$ cat src/sba_pkg.sv
// Shared constants, types and the arctangent table for the sweep angle unit.
`timescale 1ns / 1ps
package sba_pkg;

  localparam int FRAC_BITS    = 16;
  localparam int ANGLE_SHIFT  = 30 - FRAC_BITS;
  localparam int CORDIC_STEPS = 30;
  localparam int NUM_SENSORS  = 4;
  localparam int TRIG_W       = 34;
  localparam int ANG_W        = 36;
  localparam int IN_W         = 72;
  localparam int OUT_W        = 80;

  localparam logic signed [ANG_W-1:0] ANG_PI      = 36'sd3373259426;
  localparam logic signed [ANG_W-1:0] HALF_PI     = 36'sd1686629713;
  localparam logic signed [ANG_W-1:0] TWO_PI      = 36'sd6746518852;
  localparam logic signed [TRIG_W-1:0] CORDIC_GAIN = 34'sd652032874;

  localparam logic [2:0] REG_STATION = 3'd0;
  localparam logic [2:0] REG_ROT0    = 3'd1;
  localparam logic [2:0] REG_ROT1    = 3'd2;
  localparam logic [2:0] REG_ROT2    = 3'd3;
  localparam logic [2:0] REG_TILT    = 3'd4;
  localparam logic [2:0] REG_OFFS_X  = 3'd5;
  localparam logic [2:0] REG_OFFS_Y  = 3'd6;

  // One pose after the front end: position plus heading and tilt sine/cosine in Q.30.
  typedef struct packed {
    logic signed [23:0]       car_x;
    logic signed [23:0]       car_y;
    logic signed [TRIG_W-1:0] hc;
    logic signed [TRIG_W-1:0] hs;
    logic signed [TRIG_W-1:0] tc;
    logic signed [TRIG_W-1:0] ts;
  } sba_item_t;

  // atan(2^-i) in Q.30, rounded to nearest.
  function automatic logic signed [ANG_W-1:0] atan_entry(input logic [4:0] i);
    logic signed [ANG_W-1:0] v;
    case (i)
      5'd0:    v = 36'sd843314857;
      5'd1:    v = 36'sd497837829;
      5'd2:    v = 36'sd263043837;
      5'd3:    v = 36'sd133525159;
      5'd4:    v = 36'sd67021687;
      5'd5:    v = 36'sd33543516;
      5'd6:    v = 36'sd16775851;
      5'd7:    v = 36'sd8388437;
      5'd8:    v = 36'sd4194283;
      5'd9:    v = 36'sd2097149;
      5'd10:   v = 36'sd1048576;
      5'd30,
      5'd31:   v = '0;
      default: v = ANG_W'(36'sd1 <<< (30 - int'(i)));
    endcase
    return v;
  endfunction

endpackage

$ cat src/sba_queue.sv
// Two-entry queue between the front end and the back end.
`timescale 1ns / 1ps
module sba_queue (
  input  logic               clk,
  input  logic               rst,
  input  logic               wr_valid,
  output logic               wr_ready,
  input  sba_pkg::sba_item_t wr_item,
  output logic               rd_valid,
  input  logic               rd_ready,
  output sba_pkg::sba_item_t rd_item
);

  sba_pkg::sba_item_t mem [2];
  logic       wr_ptr, rd_ptr;
  logic [1:0] count;
  logic       push, pop;

  assign wr_ready = (count != 2'd2);
  assign rd_valid = (count != 2'd0);
  assign push     = wr_valid && wr_ready;
  assign pop      = rd_valid && rd_ready;
  assign rd_item  = mem[rd_ptr];

  always_ff @(posedge clk) begin
    if (push) mem[wr_ptr] <= wr_item;
  end

  always_ff @(posedge clk) begin
    if (rst) begin
      wr_ptr <= 1'b0;
      rd_ptr <= 1'b0;
      count  <= '0;
    end else begin
      if (push) wr_ptr <= ~wr_ptr;
      if (pop) rd_ptr <= ~rd_ptr;
      if (push && !pop) count <= count + 2'd1;
      else if (pop && !push) count <= count - 2'd1;
    end
  end

endmodule

$ cat config.mk
export PLATFORM = sky130hd
export DESIGN_NAME = sba_queue
export DESIGN_NICKNAME = d
export VERILOG_FILES = /design/src/sba_pkg.sv /design/src/sba_queue.sv
export SDC_FILE = /design/constraint.sdc
export NUM_CORES = 1
export LEC_CHECK = 0
export BUFFER_PORTS_ARGS = -buffer_cell sky130_fd_sc_hd__buf_2
export CORE_ASPECT_RATIO = 0.75
export CORE_MARGIN = 2
export CORE_UTILIZATION = 52
export DETAILED_ROUTE_END_ITERATION = 6
export GPL_ROUTABILITY_DRIVEN = 0
export PLACE_DENSITY_LB_ADDON = 0.25
export SYNTH_ARGS = -nofsm -noshare
export SYNTH_HDL_FRONTEND = slang
export SYNTH_SLANG_ARGS = --single-unit
$ cat constraint.sdc
create_clock -name clk -period 14.6 [get_ports clk]
set_input_delay 1.46 -clock clk [delete_from_list [all_inputs] [get_ports clk]]
set_output_delay 1.46 -clock clk [all_outputs]
set_load 0.01 [all_outputs]
After elaboration in Yosys (flattened, before gate mapping)
Memory sizes are Yosys's and may differ from the RTL's. A register that Yosys moved wholly into a read port is not among the register bits.
Index checks and enable logic that the tools add are counted.
{ "classes": {"addsub": 2, "n_mul": 0, "n_div": 0, "n_lt_le_gt_ge": 0, "eq_ne": 1, "shift": 0, "muxes": 6, "bitwise": 2, "reduce_logical": 8} }
{ "op_table": {"columns": ["cell", "count"], "rows": [
  ["logical AND 1 bit", 4],
  ["2-to-1 mux 1 bit", 4],
  ["2-to-1 mux 2 bit", 2],
  ["nonzero test 2 bit", 2],
  ["adder 2 x 1 -> 2 bit, second input constant", 1],
  ["logical NOT 1 bit", 2],
  ["inequality test 2 bit, second input constant", 1],
  ["inverter 1 bit", 2],
  ["subtractor 2 x 1 -> 2 bit, second input constant", 1]
]} }
{ "totals": {"reg_bits": 4, "latchBits": 0, "mem_bits_rw": 368, "rom_bits": 0, "output_inout_bits": 186, "wordCells": 23, "memories": 1} }
{ "memory_table": {"columns": ["name", "depth", "width", "read_ports", "rd_clocked_by_memory_dff", "write_ports", "line", "source"], "rows": [
  ["mem", 2, 184, 1, 1, 1, "sba_queue.sv:14", "sba_pkg::sba_item_t mem [2];"]
]} }

Logic depth before layout (Yosys ltp)
Gate-level depths: netlist (run 1).
{ "depth": {"ltp_word": 6, "depth_mapped": 6, "depth_no_buf": 6} }

Worst setup path after synthesis (run 1)
No wires, ideal clock.
{ "synth_timing": {"kind": "input port to flip-flop", "start": "input wr_valid", "end": "memory mem[1][0] in the netlist's numbering, enable pin", "setup_ns": 0.568, "arrival_time_ns": 5.719, "slack_ns": 8.314, "cell_stages": 1, "path_buffers": 0, "path_cell_list": "and3_1"} }
{ "synth_between": {"elab_chain_len": 3} }
{ "synth_lines": {"columns": ["element", "line", "source"], "rows": [
  ["from (decl)", "sba_queue.sv:6", "input logic wr_valid,"],
  ["logical AND 1 bit", "sba_queue.sv:21", "assign push = wr_valid && wr_ready;"],
  ["2-to-1 mux 1 bit", "sba_queue.sv:26", "if (push) mem[wr_ptr] <= wr_item;"],
  ["2-to-1 mux 1 bit (implied by the code)", "sba_queue.sv:26", null],
  ["to (decl)", "sba_queue.sv:14", null]
]} }
Every way passes these cells.

==> summary.md, run 1 <==
| Metric | Value |
|---|---|
| FMAX | `between 0.2 and 0.25 GHz` |
| Total gr overflow | `0` |
| Die width | `around 190 um` |
| Hpwl dp | `between 15,000 and 20,000 um` |
| Post-synthesis instance total | `596` |
| RSZ-0062 raised after global routing | `no` |
| Most numerous cell in the Yosys netlist | `edfxtp_1` |
| Clock root buffer master | `clkbuf_16` |
| Worst EP required | `around 13,000 ps` |
| Drt drc | `0` |
| Core area | `around 0.026 sq mm` |
| Number of H-tree levels | `2` |
| Post-CTS Resized | `0` |
| Mean post-synth cell area | `about 23 sq um` |
| Stages on worst setup path | `3` |
| IO Port Bufs | `373` |
| CP startpoint kind | `flip-flop` |
| Post-Route WL | `approximately 27,000 um` |
| Clk slew on worst S/H paths | `around 60 ps` |
| Ys async rst share | `0%` |
| Synthesized area | `0.01355 sq mm` |
| Die Ht | `around 140 um` |
| Path category of the worst min-delay check | `flip-flop to flip-flop` |
| Die area | `0.02738 sq mm` |
| Clock Latency Late Sink | `~520 ps` |
| Area contributors post-synth | `edfxtp_1 (82%), mux2_2 (15%), buf_6 (1.3%), dfxtp_1 (0.74%), xor2_1 (0.19%)` |
| CTS tree | `built` |
| Initial antenna violation count | `7` |
| Seq/Total Area, Yosys | `between 80% and 90%` |
| Slew headroom | `31.48%` |
| R2R depth | `3` |
| Crit path max-delay family | `buffers and inverters` |
| Clock sink total | `approximately 370` |
| Post-synthesis cell type count | `19` |
| EDFF count, synth | `roughly 370` |
| Final WS setup | `between 10,000 and 15,000 ps` |
| Slowest CP cell | `buf_4` |
| Warnings from Yosys | `0` |
| First-pass GRT wire length | `37,860 um` |
| Initial Util | `52.56%` |
| Synth Flop Type | `edfxtp_1` |
| Placed cells | `1,299` |
| Tmin final | `4263 ps` |
| Synth Register Bits | `373` |
| Hold-fix buffers at CTS | `0` |
| WP buf/inv | `2` |
| Setup crit end kind | `output port` |
| Layout cell share with drive strength beyond 1 | `between 60% and 70%` |
| I/O pin count | `374` |
| Syn_nets | `just under 800` |
| Final ANT Viol Nets | `0` |
| Post-Place Worst Slack | `10,860 ps` |
| Starting DRT DRC Count | `around 290` |
| Most frequent cells after synthesis | `edfxtp_1 (368), mux2_2 (184), buf_6 (16), dfxtp_1 (5)` |
| Final Max Slew Viols | `0` |
| Deepest clock path buffer count | `3` |
| Final Cell Area | `between 0.015 and 0.02 sq mm` |
| Final period utilization | `29.20%` |
| Drt wl/cell | `approximately 19 um` |
| Placed cell areas | `about 0.016 sq mm` |
| Vias/cell | `5.073` |
| Worst Skew | `around 17 ps` |
| Vias in the first global route | `~6,800` |
| Vias | `6,930` |
| Pwr dens | `173.9 mW/mm^2` |
| Worst-path maximum fanout | `between 70 and 80` |
| Maximum vdd ir drop | `~0.14 mV` |
| R2r setup slk | `between 10,000 and 15,000 ps` |
| Setup Buffers After CTS | `0` |
| Crit path kind | `flip-flop to output port` |
| Maxcap violations | `0` |
| Drt first pass iters | `4` |
| CP Cell Sequence | `buf_4 -> mux2_2 -> buf_2` |
| Fin. Hold Viols | `0` |
| Hold Path Stages | `2` |
| Pleak | `~6.2 nW` |
| Area leader, netlist | `edfxtp_1` |
| Synth-to-Final Area Change | `24.14%` |
| Outcome | `complete, no violations` |
| GRT Total Usage | `between 10% and 20%` |
| Final #Nets | `1,182` |
| Largest net degree at the start of global routing | `77` |
| Worst-Margin Slew | `slightly above 1000 ps` |
| Synth top area share | `a little over 80%` |
| Cell Rows | `slightly above 50` |
| Largest stage delay on the critical path | `roughly 860 ps` |
| Final setup fails | `0` |
| Setup TNS | `0 ps` |
| Non-Filler Instances | `around 1,400` |
| CTS Buf Count | `36` |
| Critical Path AT | `2800 ps` |
[layer usage]
metal	up-vias	wire length [um]	track usage [%]
met5	-	72	0
met4	10	602	5.998
met3	51	2942	8.474
met2	271	12480	30.09
met1	3410	10480	22.18
li1	3188	-	-
[kinds of logic after synthesis]
| logic type | count (synthesis) | synth area share, % |
|---|---|---|
| adder cells (fa/ha/maj) | 1 | 0.09232 |
| AND/OR/NAND/NOR | 9 | 0.3695 |
| XOR/XNOR | 3 | 0.1939 |
| multiplexers | 184 | 15.29 |
| flip-flops | 373 | 82.29 |
| buffers and inverters | 21 | 1.542 |
| AO/OA/AOI/OAI | 5 | 0.2216 |
[power by group]
| part | switching (mW) | internal [mW] | total, mW |
|---|---|---|---|
| clock | 0.367 | 0.511 | 0.878 |
| combinational | 0.359 | 0.304 | 0.663 |
| sequential | 0.0456 | 1.34 | 1.38 |
[per-stage QoR]
step / hold WS, ps / power [mW] / utilization (%)
after floorplan: 470.5 / 1.852 / -
after global placement: 481.9 / 2.066 / 60.91
after detailed placement: 503.8 / 2.076 / 60.91
after CTS: 519.2 / 2.960 / 65.22
after global routing: 545.1 / 3.055 / 65.22
final: 511.9 / 2.926 / 65.25
[area by class of cell]
class                   instances  area, sq um
multi-input cells             202         2196
flip-flops and latches        373        11150
well taps                     344        430.4
inverters                       1        8.758
fillers                      1789         8959
clock buffers                  50        994.7
clock inverters                14        117.6
repair buffers                379         1912
diodes                          3        7.507
[flip-flops by register name, indices dropped and copies added (netlist names), named ones only]
register / count
count: 2
wr_ptr: 1
rd_ptr: 1
mem: 368
[layout by cell type, fill, tap and decap left out]
cell / count
a21bo_2: 1
a21oi_1: 2
and2_1: 1
and3_4: 1
buf_2: 373
buf_4: 6
bufinv_16: 2
clkbuf_1: 11
clkbuf_16: 37
clkbuf_8: 2
clkinv_1: 8
clkinv_2: 2
dfxtp_1: 4
dfxtp_4: 1
diode_2: 3
edfxtp_1: 368
ha_1: 1
inv_6: 3
mux2_2: 184
nand2b_1: 1
nand3b_1: 1
nor2_1: 3
o21ai_0: 2
or2_2: 1
or3_1: 1
xor2_1: 3
[path summary, 6_finish.rpt]
kind,to,startpoint
max,rd_item[92],flip-flop
min,flip-flop,rd_ptr
max reg2reg,mem[1][31],count[0]
min reg2reg,flip-flop,rd_ptr
[worst min-delay path, cell delays in order, from the launching register on]
cell and delay (ps):
dfxtp_1 320, xor2_1 80, nor2_1 80
No activity file was read; power rests on OpenSTA's default activity.
==> inputs of run 2 (changes only) <==
--- a/config.mk
+++ b/config.mk
@@ -8,7 +8,7 @@
 export BUFFER_PORTS_ARGS = -buffer_cell sky130_fd_sc_hd__buf_2
 export CORE_ASPECT_RATIO = 0.75
 export CORE_MARGIN = 2
-export CORE_UTILIZATION = 52
+export CORE_UTILIZATION = 47
 export DETAILED_ROUTE_END_ITERATION = 6
 export GPL_ROUTABILITY_DRIVEN = 0
 export PLACE_DENSITY_LB_ADDON = 0.25
==> constraint.sdc (replaced) <==
create_clock -name clk -period 3.8 [get_ports clk]
set_input_delay 0.38 -clock clk [delete_from_list [all_inputs] [get_ports clk]]
set_output_delay 0.38 -clock clk [all_outputs]
set_load 0.01 [all_outputs]
==> run 2 against run 1 <==
Sequential share of layout area is 1.1 points lower. Clock skew shrank 9.3 ps. Critical path depth did not move. Global-route usage fell by 0.86 points. Routed wire length increased by 4.3%. Design area grew 1.7%. First-iteration DRC count is 7.8% higher.
==> summary.md, run 2 (synthesis gave the netlist of run 1 again) <==
| Metric | Value |
|---|---|
| Worst-path maximum fanout | `63 (-17%)` |
| Final core utilization | `60.71% (-4.5 points)` |
| Maximum vdd ir drop | `0.5704 mV (+310%)` |
| Cell Rows | `53 (+3.9%)` |
| IO Port Bufs | `373 (unchanged)` |
| Leading cell type in the layout, fill and taps excluded | `buf_2` |
| Vias/cell | `4.882 (-3.8%)` |
| Die area | `0.03022 sq mm (+10%)` |
| Pleak | `6.336 nW (+1.5%)` |
| Setup TNS | `0 ps (unchanged)` |
| CP startpoint kind | `flip-flop` |
| Core area | `0.02818 sq mm (+9.3%)` |
| Layout cell share with drive strength beyond 1 | `60.85% (+0.70 points)` |
| Drt wl/cell | `19.52 um (+0.31%)` |
| Synth-to-Final Area Change | `26.28%` |
| Largest stage delay on the critical path | `700 ps (-160 ps)` |
| Worst Skew | `7.347 ps (-9.290 ps)` |
| Hold-fix buffers at CTS | `0 (unchanged)` |
| Initial Util | `48.08% (-4.5 points)` |
| Path category of the worst min-delay check | `input pin to flip-flop` |
| Final period utilization | `between 60% and 70%` |
| Crit path kind | `flip-flop to output port` |
| Maxcap violations | `0 (unchanged)` |
| Initial antenna violation count | `3 (-4)` |
| Critical Path AT | `2230 ps (-570 ps)` |
| RSZ-0062 raised after global routing | `no` |
| Final Max Slew Viols | `0 (unchanged)` |
| Drt drc | `0 (unchanged)` |
| Clock sink total | `373 (unchanged)` |
| Sw frac | `26.41% (+0.048 points)` |
| Pwr dens | `672.2 mW/mm^2 (+290%)` |
| Post-CTS Resized | `0 (unchanged)` |
| Total gr overflow | `0 (unchanged)` |
| Tmin final | `~2600 ps` |
| Clk network pwr share | `30.9% (+0.9 points)` |
| Number of flip-flops in the largest register | `368 (unchanged)` |
| Outcome | `complete, no violations` |
| Starting DRT DRC Count | `317 (+7.8%)` |
| Die width | `200.1 um (+5.1%)` |
| I/O pin count | `374 (unchanged)` |
| Biggest register | `mem` |
| Clock Latency Late Sink | `510 ps (about the same)` |
| Post-Route WL | `27,720 um (+4.3%)` |
| CP Cell Sequence | `buf_12 -> mux2_2 -> buf_2` |
| Worst-Margin Slew | `861.6 ps (-166.2 ps)` |
| Die Ht | `151.1 um (+5.0%)` |
| Drt first pass iters | `5 (+1)` |
| Register share of total power | `46.1% (-1.2 points)` |
| Combinational share of power | `22.9% (+0.2 points)` |
| CTS Buf Count | `38 (+5.6%)` |
| Slew headroom | `42.56% (+11 points)` |
| Slowest CP cell | `dfxtp_4` |
| Number of H-tree levels | `2 (unchanged)` |
| Final ANT Viol Nets | `0 (unchanged)` |
| Worst EP required | `3420 ps (-9720 ps)` |
| Most frequent cells in the layout | `buf_2 (373), edfxtp_1 (368), mux2_2 (184), clkbuf_16 (41)` |
| CTS tree | `built` |
| FMAX | `0.3826 GHz` |
| Final #Nets | `1,192 (+0.85%)` |
| Final setup fails | `0 (unchanged)` |
| Setup crit end kind | `output port` |
| Vias | `6,933 (+0.043%)` |
| GRT Total Usage | `17.67% (-0.86 points)` |
| Clock root buffer master | `clkbuf_16` |
| Largest registers | `mem: 368 flops, count: 2 flops` |
| Hpwl dp | `18,470 um (+6.0%)` |
| Sw Pwr | `3.038 mW (+290%)` |
| Clk slew on worst S/H paths | `60 ps (about the same)` |
| Largest net degree at the start of global routing | `103 (+34%)` |
| Setup Buffers After CTS | `0 (unchanged)` |
| Vias in the first global route | `7,157 (+4.9%)` |
| First-pass GRT wire length | `39,910 um (+5.4%)` |
| Fin. Hold Viols | `0 (unchanged)` |
| Internal power | `8.464 mW (+290%)` |
| Deepest clock path buffer count | `3 (unchanged)` |
## run 2: cell count changes in the layout (fill, tap and decap cells not counted), sizes merged
cell,previous run,this run
buf,379,387
clkinv,10,12
clkinvlp,0,6
inv,3,0
## run 2: worst max-delay path: cells and delay by family (launching register included)
family / cells / cell delay [ps]
DFF: 1 / 700
buffers and inverters: 2 / 520
muxes: 1 / 420
## run 2: through the flow
stage | hold WS (ps) | instance area [sq um] | total power, mW | worst slack, ps | cells
6_report | 51.19 | 17110 | 11.50 | 1187 | 1420
5_1_grt | 15.91 | 17110 | 12.03 | 1072 | 1419
4_1_cts | 17.26 | 17100 | 11.66 | 1123 | 1417
2_1_floorplan | 449.1 | 13560 | 7.081 | 17.94 | 596
3_3_place_gp | 488.6 | 15890 | 8.044 | 1664 | 1348
3_5_place_dp | 495.9 | 15890 | 8.073 | 1639 | 1348
## run 2: area by class of cell
class                   instances  area, sq um
diodes                          3        7.507
clock inverters                19        150.1
fillers                      2122        11070
inverters                       1        7.507
repair buffers                387         2047
flip-flops and latches        373        11150
clock buffers                  50         1060
well taps                     385        481.7
multi-input cells             202         2203
## run 2: final timing paths
check                   start           to  slack (ps)  depth (start not counted)
setup / recovery    flip-flop  rd_item[47]        1190                          3
hold / removal    wr_item[35]   mem[0][35]          50                          1
setup reg to reg     count[0]  mem[1][183]        1690                          3
hold reg to reg        rd_ptr    flip-flop         510                          2
## run 2: layer usage
metal | routed length [um] | global-route usage [%] | vias to the layer above
li1 | - | - | 3206
met1 | 11140 | 22.17 | 3450
met2 | 13330 | 28.85 | 238
met3 | 2683 | 6.391 | 39
met4 | 565 | 5.519 | 0
met5 | 0 | 0 | -
## run 2: power by group through the flow
stage / combinational (mW) / clock, mW / sequential (mW)
after floorplan: 1.73 / 0 / 5.36
after global placement: 2.67 / 0 / 5.37
after detailed placement: 2.67 / 0 / 5.40
after CTS: 2.69 / 3.65 / 5.31
after global routing: 2.86 / 3.82 / 5.36
final: 2.64 / 3.56 / 5.30
==> inputs of run 3 (changes only) <==
--- a/config.mk
+++ b/config.mk
@@ -8,7 +8,7 @@
 export BUFFER_PORTS_ARGS = -buffer_cell sky130_fd_sc_hd__buf_2
 export CORE_ASPECT_RATIO = 0.75
 export CORE_MARGIN = 2
-export CORE_UTILIZATION = 47
+export CORE_UTILIZATION = 52
 export DETAILED_ROUTE_END_ITERATION = 6
 export GPL_ROUTABILITY_DRIVEN = 0
 export PLACE_DENSITY_LB_ADDON = 0.25
==> constraint.sdc (replaced) <==
create_clock -name clk -period 2.6 [get_ports clk]
set_input_delay 0.26 -clock clk [delete_from_list [all_inputs] [get_ports clk]]
set_output_delay 0.26 -clock clk [all_outputs]
set_load 0.01 [all_outputs]
==> run 3 against run 2 <==
First-iteration DRC count increased by 14%. Sequential cell count unchanged. Final cell count increased by 9.9%.
==> summary.md, run 3 (synthesis gave the netlist of run 1 again) <==
| Metric | Value |
|---|---|
| Die area | `0.02738 sq mm (-9.4%)` |
| Cell Rows | `51 (-3.8%)` |
| Drt wl/cell | `19.93 um (+2.1%)` |
| Clock root buffer master | `clkbuf_16` |
| Setup crit end kind | `output port` |
| Final #Nets | `1,381 (+16%)` |
| FMAX | `0.4314 GHz` |
| Most frequent cells in the layout | `buf_2 (373), edfxtp_1 (368), dlygate4sd3_1 (185), mux2_2 (184), clkbuf_16 (37)` |
| Synth-to-Final Area Change | `39.82%` |
| Biggest register | `mem` |
| Final Cell Area | `0.01895 sq mm (+11%)` |
| Vias | `7,764 (+12%)` |
| Hpwl dp | `18,840 um (+2.0%)` |
| Setup TNS | `0 ps (unchanged)` |
| Crit path max-delay family | `flip-flops` |
| Largest registers | `mem: 368 flops, count: 2 flops` |
| Deepest clock path buffer count | `3 (unchanged)` |
| Largest net degree at the start of global routing | `68 (-34%)` |
| IO Port Bufs | `373 (unchanged)` |
| CP startpoint kind | `flip-flop` |
| RSZ-0062 raised after global routing | `no` |
| Post-CTS Resized | `0 (unchanged)` |
| Final ANT Viol Nets | `0 (unchanged)` |
| Outcome | `complete, no violations` |
| Core area | `0.02578 sq mm (-8.5%)` |
| Initial Util | `52.56% (+4.5 points)` |
| Path category of the worst min-delay check | `input pin to flip-flop` |
| Fin. Hold Viols | `0 (unchanged)` |
| Largest stage delay on the critical path | `630 ps (-70 ps)` |
| Maxcap violations | `0 (unchanged)` |
| Final period utilization | `between 80% and 90%` |
| Clock sink total | `373 (unchanged)` |
| Slew headroom | `53.28% (+11 points)` |
| Number of H-tree levels | `2 (unchanged)` |
| Drt drc | `0 (unchanged)` |
| Leading cell type in the layout, fill and taps excluded | `buf_2` |
| Layout cell share with drive strength beyond 1 | `51.94% (-8.9 points)` |
| Fillers | `1,560 (-26%)` |
| CTS tree | `built` |
| Initial antenna violation count | `4 (+1)` |
| Crit path kind | `flip-flop to output port` |
| Pleak | `7.136 nW (+13%)` |
| Total gr overflow | `0 (unchanged)` |
| Number of flip-flops in the largest register | `368 (unchanged)` |
| Worst-path maximum fanout | `49 (-22%)` |
| Drt first pass iters | `6 (+1)` |
| Tmin final | `between 2000 and 2500 ps` |
| Critical Path AT | `2060 ps (-170 ps)` |
| CP Cell Sequence | `buf_12 -> mux2_2 -> buf_2` |
| I/O pin count | `374 (unchanged)` |
| Starting DRT DRC Count | `360 (+14%)` |
| Die Ht | `143.8 um (-4.8%)` |
| Maximum vdd ir drop | `0.6414 mV (+12%)` |
| Post-Route WL | `31,100 um (+12%)` |
| GRT Total Usage | `21.67% (+4.0 points)` |
| Final Max Slew Viols | `0 (unchanged)` |
| Clock Latency Late Sink | `500 ps (about the same)` |
| Worst EP required | `2340 ps (-1080 ps)` |
| Placed cell areas | `0.01596 sq mm (+0.44%)` |
| Pwr dens | `902.3 mW/mm^2 (+34%)` |
| CTS Buf Count | `36 (-5.3%)` |
| Final setup fails | `0 (unchanged)` |
| First-pass GRT wire length | `44,610 um (+12%)` |
| Vias/cell | `4.977 (+1.9%)` |
| WP buf/inv | `2 (unchanged)` |
| Slowest CP cell | `dfxtp_4` |
| Clk slew on worst S/H paths | `60 ps (about the same)` |
| Die width | `190.4 um (-4.8%)` |
| Worst Skew | `8.592 ps (+1.245 ps)` |
| Worst-Margin Slew | `699.4 ps (-162.3 ps)` |
| Vias in the first global route | `8,200 (+15%)` |
## run 3: cell count changes in the layout (fill, tap and decap cells not counted), sizes merged
cell,delta
buf,+6
bufinv,+2
clkinvlp,-4
clkbuf,-8
dlygate4sd3,+185
## run 3: worst paths after layout
kind,startpoint,end,slack [ps],depth (start not counted)
setup / recovery,flip-flop,rd_item[153],280,3
hold / removal,wr_valid,wr_ptr,140,3
setup reg to reg,count[0],mem[0][37],620,4
hold reg to reg,rd_ptr,flip-flop,500,2
## run 3: repair_timing
action | in CTS | in global routing
endpoints found under the hold margin | 373 | 0
buffers inserted | 0 | 0
hold buffers | 185 | 0
## run 3: final cells by class
| class | instances | area (sq um) | area share [%] |
|---|---|---|---|
| multi-input combinational | 202 | 2203 | 11.63 |
| sequential | 373 | 11160 | 58.88 |
| timing repair buffer | 578 | 4019 | 21.21 |
| antenna | 3 | 7.507 | 0.03962 |
| inverter | 1 | 7.507 | 0.03962 |
| clock buffer | 42 | 944.7 | 4.986 |
| clock inverter | 17 | 177.7 | 0.9378 |
| tap | 344 | 430.4 | 2.272 |
## run 3: worst min-delay path: cells and delay by family
kind	cells	cell delay (ps)
AO/OA/AOI/OAI	2	190
buffers and inverters	1	130
## run 3: power breakdown
group	switching [mW]	total [mW]	internal, mW
Sequential	0.246	7.75	7.50
Combinational	2.23	4.31	2.08
Clock	2.05	5.03	2.98
## run 3: layer usage
metal	global-route usage, %	wire length, um	vias to the layer above
met5	0	13	-
met4	5.345	613	2
met3	7.179	2721	52
met2	39.33	16070	326
met1	24.88	11680	3813
li1	-	-	3571
## run 3: stage by stage
| stage | util, % | hold WS [ps] | std cells | power, mW | setup WS (ps) |
|---|---|---|---|---|---|
| after global routing | 73.48 | 139.1 | 1559 | 17.74 | 191.3 |
| after global placement | 61.92 | 448.0 | 1313 | 11.84 | 622.5 |
| final | 73.49 | 137.1 | 1560 | 17.09 | 281.9 |
| after floorplan | - | 325.0 | 596 | 10.35 | -1168 |
| after CTS | 73.46 | 116.7 | 1557 | 17.14 | 242.1 |
| after detailed placement | 61.92 | 451.1 | 1313 | 11.91 | 590.2 |
